===== src/sv/sirt_pkg.sv =====
// sirt_pkg: shared types and constants for the signed integer to radix text block
// holds register reset values, register indexes, controller/datapath command and status
// structs, and the radix clamp and alphabet lookup helpers
package sirt_pkg;

    localparam int VALUE_W    = 64;
    localparam int CHAR_W     = 8;
    localparam int RADIX_W    = 5;
    localparam int DIGIT_W    = 4;
    localparam int MAX_DIGITS = 64;
    localparam int POS_W      = $clog2(MAX_DIGITS);
    localparam int STEP_BITS  = 8;
    localparam int STEP_W     = $clog2(STEP_BITS);
    localparam int ALPHA_W    = 64;
    localparam int REG_IDX_W  = 2;
    localparam int PADDR_W    = 5;

    localparam logic [RADIX_W-1:0] RADIX_RESET      = 5'd10;
    localparam logic [RADIX_W-1:0] RADIX_MIN        = 5'd2;
    localparam logic [RADIX_W-1:0] RADIX_MAX        = 5'd16;
    localparam logic [ALPHA_W-1:0] ALPHA_LOW_RESET  = 64'h3736353433323130;
    localparam logic [ALPHA_W-1:0] ALPHA_HIGH_RESET = 64'h6665646362613938;

    typedef enum logic [REG_IDX_W-1:0] {
        REG_RADIX      = 2'd0,
        REG_ALPHA_LOW  = 2'd1,
        REG_ALPHA_HIGH = 2'd2,
        REG_UNUSED     = 2'd3
    } reg_idx_t;

    typedef struct packed {
        logic load;      // capture a new value
        logic div_step;  // run STEP_BITS steps of the long division
        logic store;     // write the finished digit
        logic rd;        // read the digit at the emit pointer
        logic out_load;  // move the character into the output register
        logic pos_dec;   // step the emit pointer down
    } cmd_t;

    typedef struct packed {
        logic step_last;
        logic mag_zero;
        logic cnt_full;
        logic pos_zero;
        logic out_fire;
    } status_t;

    function automatic logic [RADIX_W-1:0] clamp_radix(input logic [RADIX_W-1:0] raw);
        logic [RADIX_W-1:0] r;
        r = raw;
        if (raw < RADIX_MIN) begin
            r = RADIX_MIN;
        end else if (raw > RADIX_MAX) begin
            r = RADIX_MAX;
        end
        return r;
    endfunction

    function automatic logic [CHAR_W-1:0] digit_char(
        input logic [ALPHA_W-1:0] alo,
        input logic [ALPHA_W-1:0] ahi,
        input logic [DIGIT_W-1:0] d
    );
        logic [ALPHA_W-1:0] word;
        word = d[DIGIT_W-1] ? ahi : alo;
        return word[{d[DIGIT_W-2:0], 3'b000} +: CHAR_W];
    endfunction

endpackage


===== src/sv/sirt_ram.sv =====
// sirt_ram: generic single-write, single-read RAM with registered read data
// no dependencies
module sirt_ram #(
    parameter int WIDTH = 4,
    parameter int DEPTH = 64
) (
    input  logic                     aclk,
    input  logic                     we,
    input  logic [$clog2(DEPTH)-1:0] waddr,
    input  logic [WIDTH-1:0]         wdata,
    input  logic                     re,
    input  logic [$clog2(DEPTH)-1:0] raddr,
    output logic [WIDTH-1:0]         rdata
);

    logic [WIDTH-1:0] mem [DEPTH];
    logic [WIDTH-1:0] rdata_reg;

    always_ff @(posedge aclk) begin
        if (we) begin
            mem[waddr] <= wdata;
        end
        if (re) begin
            rdata_reg <= mem[raddr];
        end
    end

    assign rdata = rdata_reg;

endmodule


===== src/sv/sirt_ctrl.sv =====
// sirt_ctrl: sequencer for divide, store and emit phases
// depends on sirt_pkg for the command and status structs
module sirt_ctrl (
    input  logic             aclk,
    input  logic             aresetn,
    input  logic             s_tvalid,
    output logic             s_tready,
    input  sirt_pkg::status_t st,
    output sirt_pkg::cmd_t    cmd
);
    import sirt_pkg::*;

    typedef enum logic [2:0] {
        ST_IDLE,
        ST_DIVIDE,
        ST_STORE,
        ST_READ,
        ST_LOAD,
        ST_SEND
    } state_t;

    state_t state_reg;
    state_t state_next;

    always_comb begin
        state_next = state_reg;
        cmd        = '0;
        s_tready   = 1'b0;
        unique case (state_reg)
            ST_IDLE: begin
                s_tready = 1'b1;
                if (s_tvalid) begin
                    cmd.load   = 1'b1;
                    state_next = ST_DIVIDE;
                end
            end
            ST_DIVIDE: begin
                cmd.div_step = 1'b1;
                if (st.step_last) begin
                    state_next = ST_STORE;
                end
            end
            ST_STORE: begin
                cmd.store = 1'b1;
                // quotient exhausted or store full: start emitting from the top digit
                if (st.mag_zero || st.cnt_full) begin
                    state_next = ST_READ;
                end else begin
                    state_next = ST_DIVIDE;
                end
            end
            ST_READ: begin
                cmd.rd     = 1'b1;
                state_next = ST_LOAD;
            end
            ST_LOAD: begin
                cmd.out_load = 1'b1;
                state_next   = ST_SEND;
            end
            ST_SEND: begin
                if (st.out_fire) begin
                    if (st.pos_zero) begin
                        state_next = ST_IDLE;
                    end else begin
                        cmd.pos_dec = 1'b1;
                        state_next  = ST_READ;
                    end
                end
            end
            default: state_next = ST_IDLE;
        endcase
    end

    always_ff @(posedge aclk) begin
        if (!aresetn) begin
            state_reg <= ST_IDLE;
        end else begin
            state_reg <= state_next;
        end
    end

endmodule


===== src/sv/sirt_dp.sv =====
// sirt_dp: magnitude register, shared long-division unit, digit store and output register
// depends on sirt_pkg and sirt_ram
module sirt_dp (
    input  logic                                aclk,
    input  logic                                aresetn,
    input  sirt_pkg::cmd_t                      cmd,
    output sirt_pkg::status_t                   st,
    input  logic [sirt_pkg::VALUE_W-1:0]        in_value,
    input  logic [sirt_pkg::RADIX_W-1:0]        radix_raw,
    input  logic [sirt_pkg::ALPHA_W-1:0]        alpha_low,
    input  logic [sirt_pkg::ALPHA_W-1:0]        alpha_high,
    output logic                                m_tvalid,
    input  logic                                m_tready,
    output logic [sirt_pkg::CHAR_W-1:0]         m_char,
    output logic                                m_lead_minus,
    output logic                                m_last
);
    import sirt_pkg::*;

    logic [VALUE_W-1:0] mag_reg,   mag_next;
    logic [DIGIT_W-1:0] rem_reg,   rem_next;
    logic [STEP_W-1:0]  step_reg,  step_next;
    logic [POS_W-1:0]   cnt_reg,   cnt_next;
    logic [POS_W-1:0]   pos_reg,   pos_next;
    logic               neg_reg,   neg_next;
    logic               first_reg, first_next;
    logic               valid_reg, valid_next;
    logic [CHAR_W-1:0]  char_reg,  char_next;
    logic               minus_reg, minus_next;
    logic               last_reg,  last_next;

    logic [RADIX_W-1:0]   radix;
    logic [VALUE_W-1:0]   div_mag;
    logic [DIGIT_W-1:0]   div_rem;
    logic [STEP_BITS-1:0] div_q;
    logic [RADIX_W-1:0]   trial;
    logic [DIGIT_W-1:0]   rd_digit;
    logic                 out_fire;

    assign radix    = clamp_radix(radix_raw);
    assign out_fire = valid_reg && m_tready;

    // STEP_BITS restoring division steps: top bits leave, quotient bits enter at the bottom
    always_comb begin
        div_rem = rem_reg;
        div_q   = '0;
        trial   = '0;
        for (int i = 0; i < STEP_BITS; i++) begin
            trial = {div_rem, mag_reg[VALUE_W-1-i]};
            if (trial >= radix) begin
                trial                = trial - radix;
                div_q[STEP_BITS-1-i] = 1'b1;
            end
            div_rem = trial[DIGIT_W-1:0];
        end
        div_mag = {mag_reg[VALUE_W-STEP_BITS-1:0], div_q};
    end

    sirt_ram #(
        .WIDTH(DIGIT_W),
        .DEPTH(MAX_DIGITS)
    ) u_digits (
        .aclk (aclk),
        .we   (cmd.store),
        .waddr(cnt_reg),
        .wdata(rem_reg),
        .re   (cmd.rd),
        .raddr(pos_reg),
        .rdata(rd_digit)
    );

    always_comb begin
        mag_next   = mag_reg;
        rem_next   = rem_reg;
        step_next  = step_reg;
        cnt_next   = cnt_reg;
        pos_next   = pos_reg;
        neg_next   = neg_reg;
        first_next = first_reg;
        valid_next = valid_reg;
        char_next  = char_reg;
        minus_next = minus_reg;
        last_next  = last_reg;

        if (cmd.load) begin
            neg_next   = in_value[VALUE_W-1];
            // two's complement negation keeps the most negative value exact
            mag_next   = in_value[VALUE_W-1] ? ('0 - in_value) : in_value;
            rem_next   = '0;
            step_next  = '0;
            cnt_next   = '0;
            first_next = 1'b1;
        end
        if (cmd.div_step) begin
            mag_next  = div_mag;
            rem_next  = div_rem;
            step_next = step_reg + 1'b1;
        end
        if (cmd.store) begin
            rem_next = '0;
            pos_next = cnt_reg;
            cnt_next = cnt_reg + 1'b1;
        end
        if (cmd.pos_dec) begin
            pos_next = pos_reg - 1'b1;
        end
        if (out_fire) begin
            valid_next = 1'b0;
        end
        if (cmd.out_load) begin
            valid_next = 1'b1;
            char_next  = digit_char(alpha_low, alpha_high, rd_digit);
            minus_next = neg_reg && first_reg;
            last_next  = (pos_reg == '0);
            first_next = 1'b0;
        end
    end

    always_ff @(posedge aclk) begin
        if (!aresetn) begin
            mag_reg   <= '0;
            step_reg  <= '0;
            cnt_reg   <= '0;
            pos_reg   <= '0;
            first_reg <= 1'b0;
            valid_reg <= 1'b0;
        end else begin
            mag_reg   <= mag_next;
            step_reg  <= step_next;
            cnt_reg   <= cnt_next;
            pos_reg   <= pos_next;
            first_reg <= first_next;
            valid_reg <= valid_next;
        end
        rem_reg   <= rem_next;
        neg_reg   <= neg_next;
        char_reg  <= char_next;
        minus_reg <= minus_next;
        last_reg  <= last_next;
    end

    assign st.step_last = (step_reg == STEP_W'(STEP_BITS - 1));
    assign st.mag_zero  = (mag_reg == '0);
    assign st.cnt_full  = (cnt_reg == POS_W'(MAX_DIGITS - 1));
    assign st.pos_zero  = (pos_reg == '0);
    assign st.out_fire  = out_fire;

    assign m_tvalid     = valid_reg;
    assign m_char       = char_reg;
    assign m_lead_minus = minus_reg;
    assign m_last       = last_reg;

endmodule


===== src/sv/signed_integer_to_radix_text_top.sv =====
// signed_integer_to_radix_text_top: configuration registers and the controller/datapath pair
// depends on sirt_pkg, sirt_ctrl, sirt_dp (and sirt_ram below it)
//
//  port group   direction  word contents
//  s_*          in         s_tdata[63:0] = value (signed)
//  m_*          out        m_tdata[7:0] = character, m_tuser = lead_minus, m_tlast = last
//  apb          in/out     0x00 radix, 0x08 alphabet_low, 0x10 alphabet_high
//
// for each digit of a word, the shared 8-bit-per-cycle divider runs and then the store state
// writes the digit; emitting it goes through the registered read of the digit RAM and the
// output register
// one word at a time: s_tready is high only between words
// reset (aresetn low, synchronous) returns to idle and restores the register defaults
// a stalled m_tready holds the current character and the whole block
module signed_integer_to_radix_text_top (
    input  logic        aclk,
    input  logic        aresetn,
    input  logic        s_tvalid,
    output logic        s_tready,
    input  logic [63:0] s_tdata,   // [63:0] value
    output logic        m_tvalid,
    input  logic        m_tready,
    output logic [7:0]  m_tdata,   // [7:0] character
    output logic        m_tuser,   // [0] lead_minus
    output logic        m_tlast,
    input  logic        psel,
    input  logic        penable,
    input  logic        pwrite,
    input  logic [4:0]  paddr,
    input  logic [63:0] pwdata,
    output logic [63:0] prdata,
    output logic        pready
);
    import sirt_pkg::*;

    logic [RADIX_W-1:0] radix_reg;
    logic [ALPHA_W-1:0] alpha_low_reg;
    logic [ALPHA_W-1:0] alpha_high_reg;
    reg_idx_t           reg_idx;
    logic               wr_en;
    cmd_t               cmd;
    status_t            st;

    assign pready  = 1'b1;
    assign reg_idx = reg_idx_t'(paddr[PADDR_W-1:PADDR_W-REG_IDX_W]);
    assign wr_en   = psel && penable && pwrite && pready;

    always_ff @(posedge aclk) begin
        if (!aresetn) begin
            radix_reg      <= RADIX_RESET;
            alpha_low_reg  <= ALPHA_LOW_RESET;
            alpha_high_reg <= ALPHA_HIGH_RESET;
        end else if (wr_en) begin
            unique case (reg_idx)
                REG_RADIX:      radix_reg      <= pwdata[RADIX_W-1:0];
                REG_ALPHA_LOW:  alpha_low_reg  <= pwdata;
                REG_ALPHA_HIGH: alpha_high_reg <= pwdata;
                default: ;
            endcase
        end
    end

    always_comb begin
        unique case (reg_idx)
            REG_RADIX:      prdata = {{(64-RADIX_W){1'b0}}, radix_reg};
            REG_ALPHA_LOW:  prdata = alpha_low_reg;
            REG_ALPHA_HIGH: prdata = alpha_high_reg;
            default:        prdata = '0;
        endcase
    end

    sirt_ctrl u_ctrl (
        .aclk    (aclk),
        .aresetn (aresetn),
        .s_tvalid(s_tvalid),
        .s_tready(s_tready),
        .st      (st),
        .cmd     (cmd)
    );

    sirt_dp u_dp (
        .aclk        (aclk),
        .aresetn     (aresetn),
        .cmd         (cmd),
        .st          (st),
        .in_value    (s_tdata),
        .radix_raw   (radix_reg),
        .alpha_low   (alpha_low_reg),
        .alpha_high  (alpha_high_reg),
        .m_tvalid    (m_tvalid),
        .m_tready    (m_tready),
        .m_char      (m_tdata),
        .m_lead_minus(m_tuser),
        .m_last      (m_tlast)
    );

endmodule


===== config.mk =====
export PLATFORM = sky130hd
export DESIGN_NAME = signed_integer_to_radix_text_top
export DESIGN_NICKNAME = d
export VERILOG_FILES = /design/src/sv/sirt_pkg.sv /design/src/sv/sirt_ram.sv /design/src/sv/sirt_ctrl.sv /design/src/sv/sirt_dp.sv /design/src/sv/signed_integer_to_radix_text_top.sv
export SDC_FILE = /design/constraint.sdc
export NUM_CORES = 1
export LEC_CHECK = 0
export ABC_CLOCK_PERIOD_IN_PS = 30200
export BUFFER_PORTS_ARGS = -buffer_cell sky130_fd_sc_hd__buf_4
export CAP_MARGIN = 20
export CORE_MARGIN = 2
export CORE_UTILIZATION = 65
export DETAILED_ROUTE_END_ITERATION = 7
export PLACE_DENSITY = 0.95
export SETUP_SLACK_MARGIN = 0.15
export SLEW_MARGIN = 20
export SYNTH_ARGS = -nofsm -noshare
export SYNTH_HDL_FRONTEND = slang
export SYNTH_SLANG_ARGS = --single-unit
export TNS_END_PERCENT = 50

===== constraint.sdc =====
create_clock -name aclk -period 30.2 [get_ports aclk]
set_input_delay 3.02 -clock aclk [delete_from_list [all_inputs] [get_ports aclk]]
set_output_delay 3.02 -clock aclk [all_outputs]
set_load 0.01 [all_outputs]

==> results of run 1 <==
==> cell type report <==
type                       instances  share of cell area
timing repair buffer             229              0.0632
inverter                          35             0.00492
antenna                            1           0.0000920
sequential                       492               0.462
clock inverter                    26             0.00777
multi-input combinational       1479               0.393
clock buffer                      63              0.0474
tap                              468              0.0215
==> placed cells by master (no fill, tap or decap), drive strengths merged, types with 7 or more instances in the layout <==
| master | count |
|---|---|
| o22ai | 31 |
| and3 | 8 |
| a22o | 70 |
| clkbuf | 63 |
| edfxtp | 271 |
| or2 | 13 |
| a22oi | 63 |
| nand2b | 10 |
| mux2i | 18 |
| xor2 | 31 |
| inv | 37 |
| fa | 8 |
| nor3 | 26 |
| nor2 | 135 |
| dfxtp | 221 |
| buf | 229 |
| xnor2 | 26 |
| or3 | 19 |
| o31ai | 26 |
| nand4 | 18 |
| a31oi | 15 |
| nand2 | 351 |
| o21a | 11 |
| and2 | 7 |
| a21o | 14 |
| mux2 | 8 |
| o41ai | 15 |
| nor4 | 37 |
| mux4 | 104 |
| nor2b | 22 |
| ha | 46 |
| o21ai | 46 |
| nand3 | 82 |
| a221oi | 12 |
| clkinv | 18 |
| a21oi | 143 |
| or4 | 10 |
==> through the flow <==
step	cells	setup WS (ns)	hold WS, ns	area [um^2]	util
after detailed placement	2703	17.07	0.465	25700	0.705
after global placement	2703	17.54	0.452	25700	0.705
after floorplan	2163	19.20	0.446	23900	-
after global routing	2792	15.72	0.490	27200	0.747
after CTS	2792	16.87	0.475	27200	0.746
final	2793	16.50	0.474	27200	0.747
==> per-layer routing <==
metal,track usage,up-vias,share of wire
li1,-,8366,-
met1,0.458,9531,0.34
met2,0.594,1756,0.47
met3,0.0760,343,0.13
met4,0.189,2,0.057
met5,0,-,0.00018
==> worst max-delay path: cells and delay by family, from the launching register on <==
kind / cells / cell delay (ns)
compound gates: 27 / 7.44
fa+ha+maj: 8 / 2.77
mux: 2 / 0.72
buf+inv: 4 / 0.88
flops: 1 / 0.33
simple gates: 7 / 1.44
==> path summary, 6_finish.rpt <==
kind / startpoint / to / slack [ns] / cells after the start
setup / recovery: radix_reg[4] / u_dp.rem_reg[1] / 16.50 / 48
hold reg to reg: alpha_low_reg[32] / alpha_low_reg[32] / 0.47 / 2
setup reg to reg: radix_reg[4] / u_dp.rem_reg[1] / 16.50 / 48
hold / removal: alpha_low_reg[32] / alpha_low_reg[32] / 0.47 / 2
==> cell families after synthesis <==
group / synth area share
and+or+nand+nor: 0.143
AOI/OAI and AO/OA: 0.140
xor gates and xnor gates: 0.0209
other: 0.000157
adders and majority gates: 0.0307
buffers and inverters: 0.0313
DFF: 0.525
muxes: 0.109
==> impl_metrics.toml, run 1 <==
[route]
via_count = 20000
vias_per_cell = 7.16
drt-wirelength-per-cell_um = 25.2
drtIter0Drc = 2918
ant_nets = 0
drt-total-wl_um = 70400
drc_errors = 0
drt_pass1_iterations = 8

[clock_tree]
cts-buffers-inserted = 48
cts_buffer_depth = 3
ctsResizeCount = 0
htree_levels = 2
clk_pin_slew_ns = 0.07
cts_tree = "done"
cts_setup_buffers = 0
cts_sinks = 492
insertion_delay_ns = 0.58
holdBufCountCts = 0
cts_root_buffer = "clkbuf_16"

[floorplanning]
die_y_um = 196
rows = 70
start_util = 0.657
core-area_um2 = 36400
dieArea_um2 = 38400
die_w_um = 196
ios = 217

[yosys]
postSynth.asyncResetShare = 0
synth-edff-count = 271
ys_seq_area_frac = 0.525
yosysMostFrequentCell = "nand2_1"
yosysWarnings = 0
synth_top_area_frac = 0.340
yosys-top-cells-area = "edfxtp_1, dfxtp_1, mux4_2"
syn_inst = 2163
synth_common_cells = "nand2_1, edfxtp_1, dfxtp_1"
synthesis.area_um2 = 23900
synth_top_area_cell = "edfxtp_1"
synth.distinct_cells = 74
ys_ff_latch = 492
syn_area_per_cell_um2 = 11.1
synthesis.nets = 2357
synthFlopType = "edfxtp_1"

[sta]
rsz0062_at_grt = "false"
timing.final.crit_share = 0.454
setup_viol = 0
slew_viol_final = 0
max_freq_mhz = 73.0
slew-limit-headroom = 0.254
fin_skew_ns = 0.0284
setup-tns-final_ns = 0
tightest_slew_ns = 1.12
hold_viol = 0
fin_crit_ns = 13.70

[global_routing]
grt_pass1_wl_um = 108000
grt_usage = 0.362
grt_max_degree = 80
grt_remaining_overflow = 0
grt_pass1_vias = 19600
grt_antenna_before_repair = 2

[setup_path]
crit_path_top_delay_cell = "o21ai_1"
end_kind = "flip-flop"
cp.required_ns = 30.68
max_stage_delay_ns = 0.60
crit_type = "reg2reg"
worstPathMaxFanout = 12
critPathLaunchType = "flip-flop"
critPathArrivalTime_ns = 14.18
worst_path_most_repeated_cell = "ha_1"

[layout]
area_growth_pct = 13.6
drive_above_1_share = 0.198
multi_input_area_um2 = 10700
seqCellArea_um2 = 12600
final_net_count = 2479
regMostFlops = "u_dp.u_digits.mem"
largest_reg_flops = 256
n_fill_cell = 2086

[status]
status = "complete, no violations"

[min_path]
hold_path_class = "reg2reg"

[flow_run]
drv_cap = 0

[placement]
dpl.hpwl_um = 44100
gp_congestion = 0.912
portBuffers = 212
Power of run 1 is left out: the tool's default activity adds up to more than one toggle a clock period on the data nets, which glitch-free logic cannot reach.
==> run 2: changes to the inputs <==
--- a/config.mk
+++ b/config.mk
@@ -5,13 +5,13 @@
 export SDC_FILE = /design/constraint.sdc
 export NUM_CORES = 1
 export LEC_CHECK = 0
-export ABC_CLOCK_PERIOD_IN_PS = 30200
+export ABC_CLOCK_PERIOD_IN_PS = 11900
 export BUFFER_PORTS_ARGS = -buffer_cell sky130_fd_sc_hd__buf_4
 export CAP_MARGIN = 20
 export CORE_MARGIN = 2
-export CORE_UTILIZATION = 65
+export CORE_UTILIZATION = 54
 export DETAILED_ROUTE_END_ITERATION = 7
-export PLACE_DENSITY = 0.95
+export PLACE_DENSITY = 0.85
 export SETUP_SLACK_MARGIN = 0.15
 export SLEW_MARGIN = 20
 export SYNTH_ARGS = -nofsm -noshare
==> constraint.sdc (replaced) <==
create_clock -name aclk -period 11.9 [get_ports aclk]
set_input_delay 1.19 -clock aclk [delete_from_list [all_inputs] [get_ports aclk]]
set_output_delay 1.19 -clock aclk [all_outputs]
set_load 0.01 [all_outputs]
==> impl_metrics.toml, run 2 (synthesis results as in run 1) <==
[setup_path]
max_stage_delay_ns = 0.45
critPathBufInv = 2
crit_type = "reg2reg"
rr_worst_depth = 46
crit_family = "compound AO/OA/AOI/OAI gates"
critPathLaunchType = "flip-flop"
cp.required_ns = 12.34
worstPathMaxFanout = 7
end_kind = "flip-flop"
cp_num_cells = 46
crit_path_top_delay_cell = "a221o_2"
critPathArrivalTime_ns = 11.59
worst_path_most_repeated_cell = "ha_1"

[layout]
final_cells = 2932
final_area_um2 = 27600
regMostFlops = "u_dp.u_digits.mem"
final_cell_mix = "nand2_1, edfxtp_1, buf_4, dfxtp_1, a21oi_1"
drive_above_1_share = 0.209
final_common_cell = "nand2_1"
area_growth_pct = 15.3
post-route-util = 0.627
final_net_count = 2493
largest_reg_flops = 256

[sta]
setup-tns-final_ns = 0
fin_skew_ns = 0.0204
timing.final.crit_share = 0.938
slew_viol_final = 0
max_freq_mhz = 89.6
slew-limit-headroom = 0.251
fin_crit_ns = 11.16
hold_viol = 0
tightest_slew_ns = 1.12
setup_viol = 0
rsz0062_at_grt = "false"

[status]
status = "complete, no violations"

[clock_tree]
clk_pin_slew_ns = 0.06
cts_root_buffer = "clkbuf_16"
cts-buffers-inserted = 49
insertion_delay_ns = 0.59
cts_tree = "done"
cts_sinks = 492
htree_levels = 2
cts_buffer_depth = 3

[floorplanning]
start_util = 0.544
ios = 217
die_y_um = 215
rows = 77
core-area_um2 = 44000
die_w_um = 215
dieArea_um2 = 46000

[placement]
dp.cells = 2839
dpl.hpwl_um = 43400
placed_area_um2 = 26000
gp_congestion = 0.897
portBuffers = 212

[global_routing]
grt_pass1_wl_um = 105000
grt_max_degree = 104
grt_pass1_vias = 19100
grt_remaining_overflow = 0
grt_antenna_before_repair = 1
grt_usage = 0.285

[route]
via_count = 19300
drt-total-wl_um = 66800
ant_nets = 0
drt_pass1_iterations = 6
drtIter0Drc = 2536
drc_errors = 0
vias_per_cell = 6.60
drt-wirelength-per-cell_um = 22.8

[min_path]
hold-path-cell-count = 2
hold_path_class = "reg2reg"

[flow_run]
drv_cap = 0
## run 2: worst paths after layout
path	slack [ns]	startpoint	to
setup / recovery	0.74	radix_reg[1]	u_dp.rem_reg[3]
hold / removal	0.47	alpha_high_reg[2]	alpha_high_reg[2]
setup reg to reg	0.74	radix_reg[1]	u_dp.rem_reg[3]
hold reg to reg	0.47	alpha_high_reg[2]	alpha_high_reg[2]
## run 2: final cells by class
cell class | instances | area [um^2]
flip-flops and latches | 492 | 12600
inverters | 35 | 138
clock buffers | 77 | 1430
well taps | 592 | 741
multi-input cells | 1479 | 10800
diodes | 1 | 2.50
clock inverters | 14 | 128
repair buffers | 242 | 1840
fillers | 3201 | 16400
## run 2: repair_timing
| action | in CTS | in global routing |
|---|---|---|
| hold buffers | 0 | 0 |
| gates cloned | 0 | 0 |
| endpoints found under the setup margin | 5 | 5 |
| resized for setup | 6 | 15 |
| setup buffers | 0 | 1 |
## run 2: per-stage QoR
step           hold slack, ns  worst slack [ns]
3_5_place_dp            0.464           -0.0833
5_1_grt                 0.486            0.0895
2_1_floorplan           0.446             0.899
4_1_cts                 0.467             0.158
3_3_place_gp            0.454             0.497
6_report                0.470             0.744
## run 2: worst register-to-register path, delay by kind of cell, from the launching register on
kind,cells,cell delay [ns]
AOI/OAI and AO/OA,28,6.20
adders and majority gates,8,2.49
muxes,3,0.93
and+or+nand+nor,5,0.76
DFF,1,0.36
buffers and inverters,2,0.26
## run 2: per-layer routing
metal	up-vias	wire length [um]	global-route usage
li1	8408	-	-
met1	9475	25000	0.374
met2	1237	31900	0.466
met3	219	7100	0.0538
met4	0	2810	0.122
met5	-	0	0
Power of run 2 is left out for the same reason.
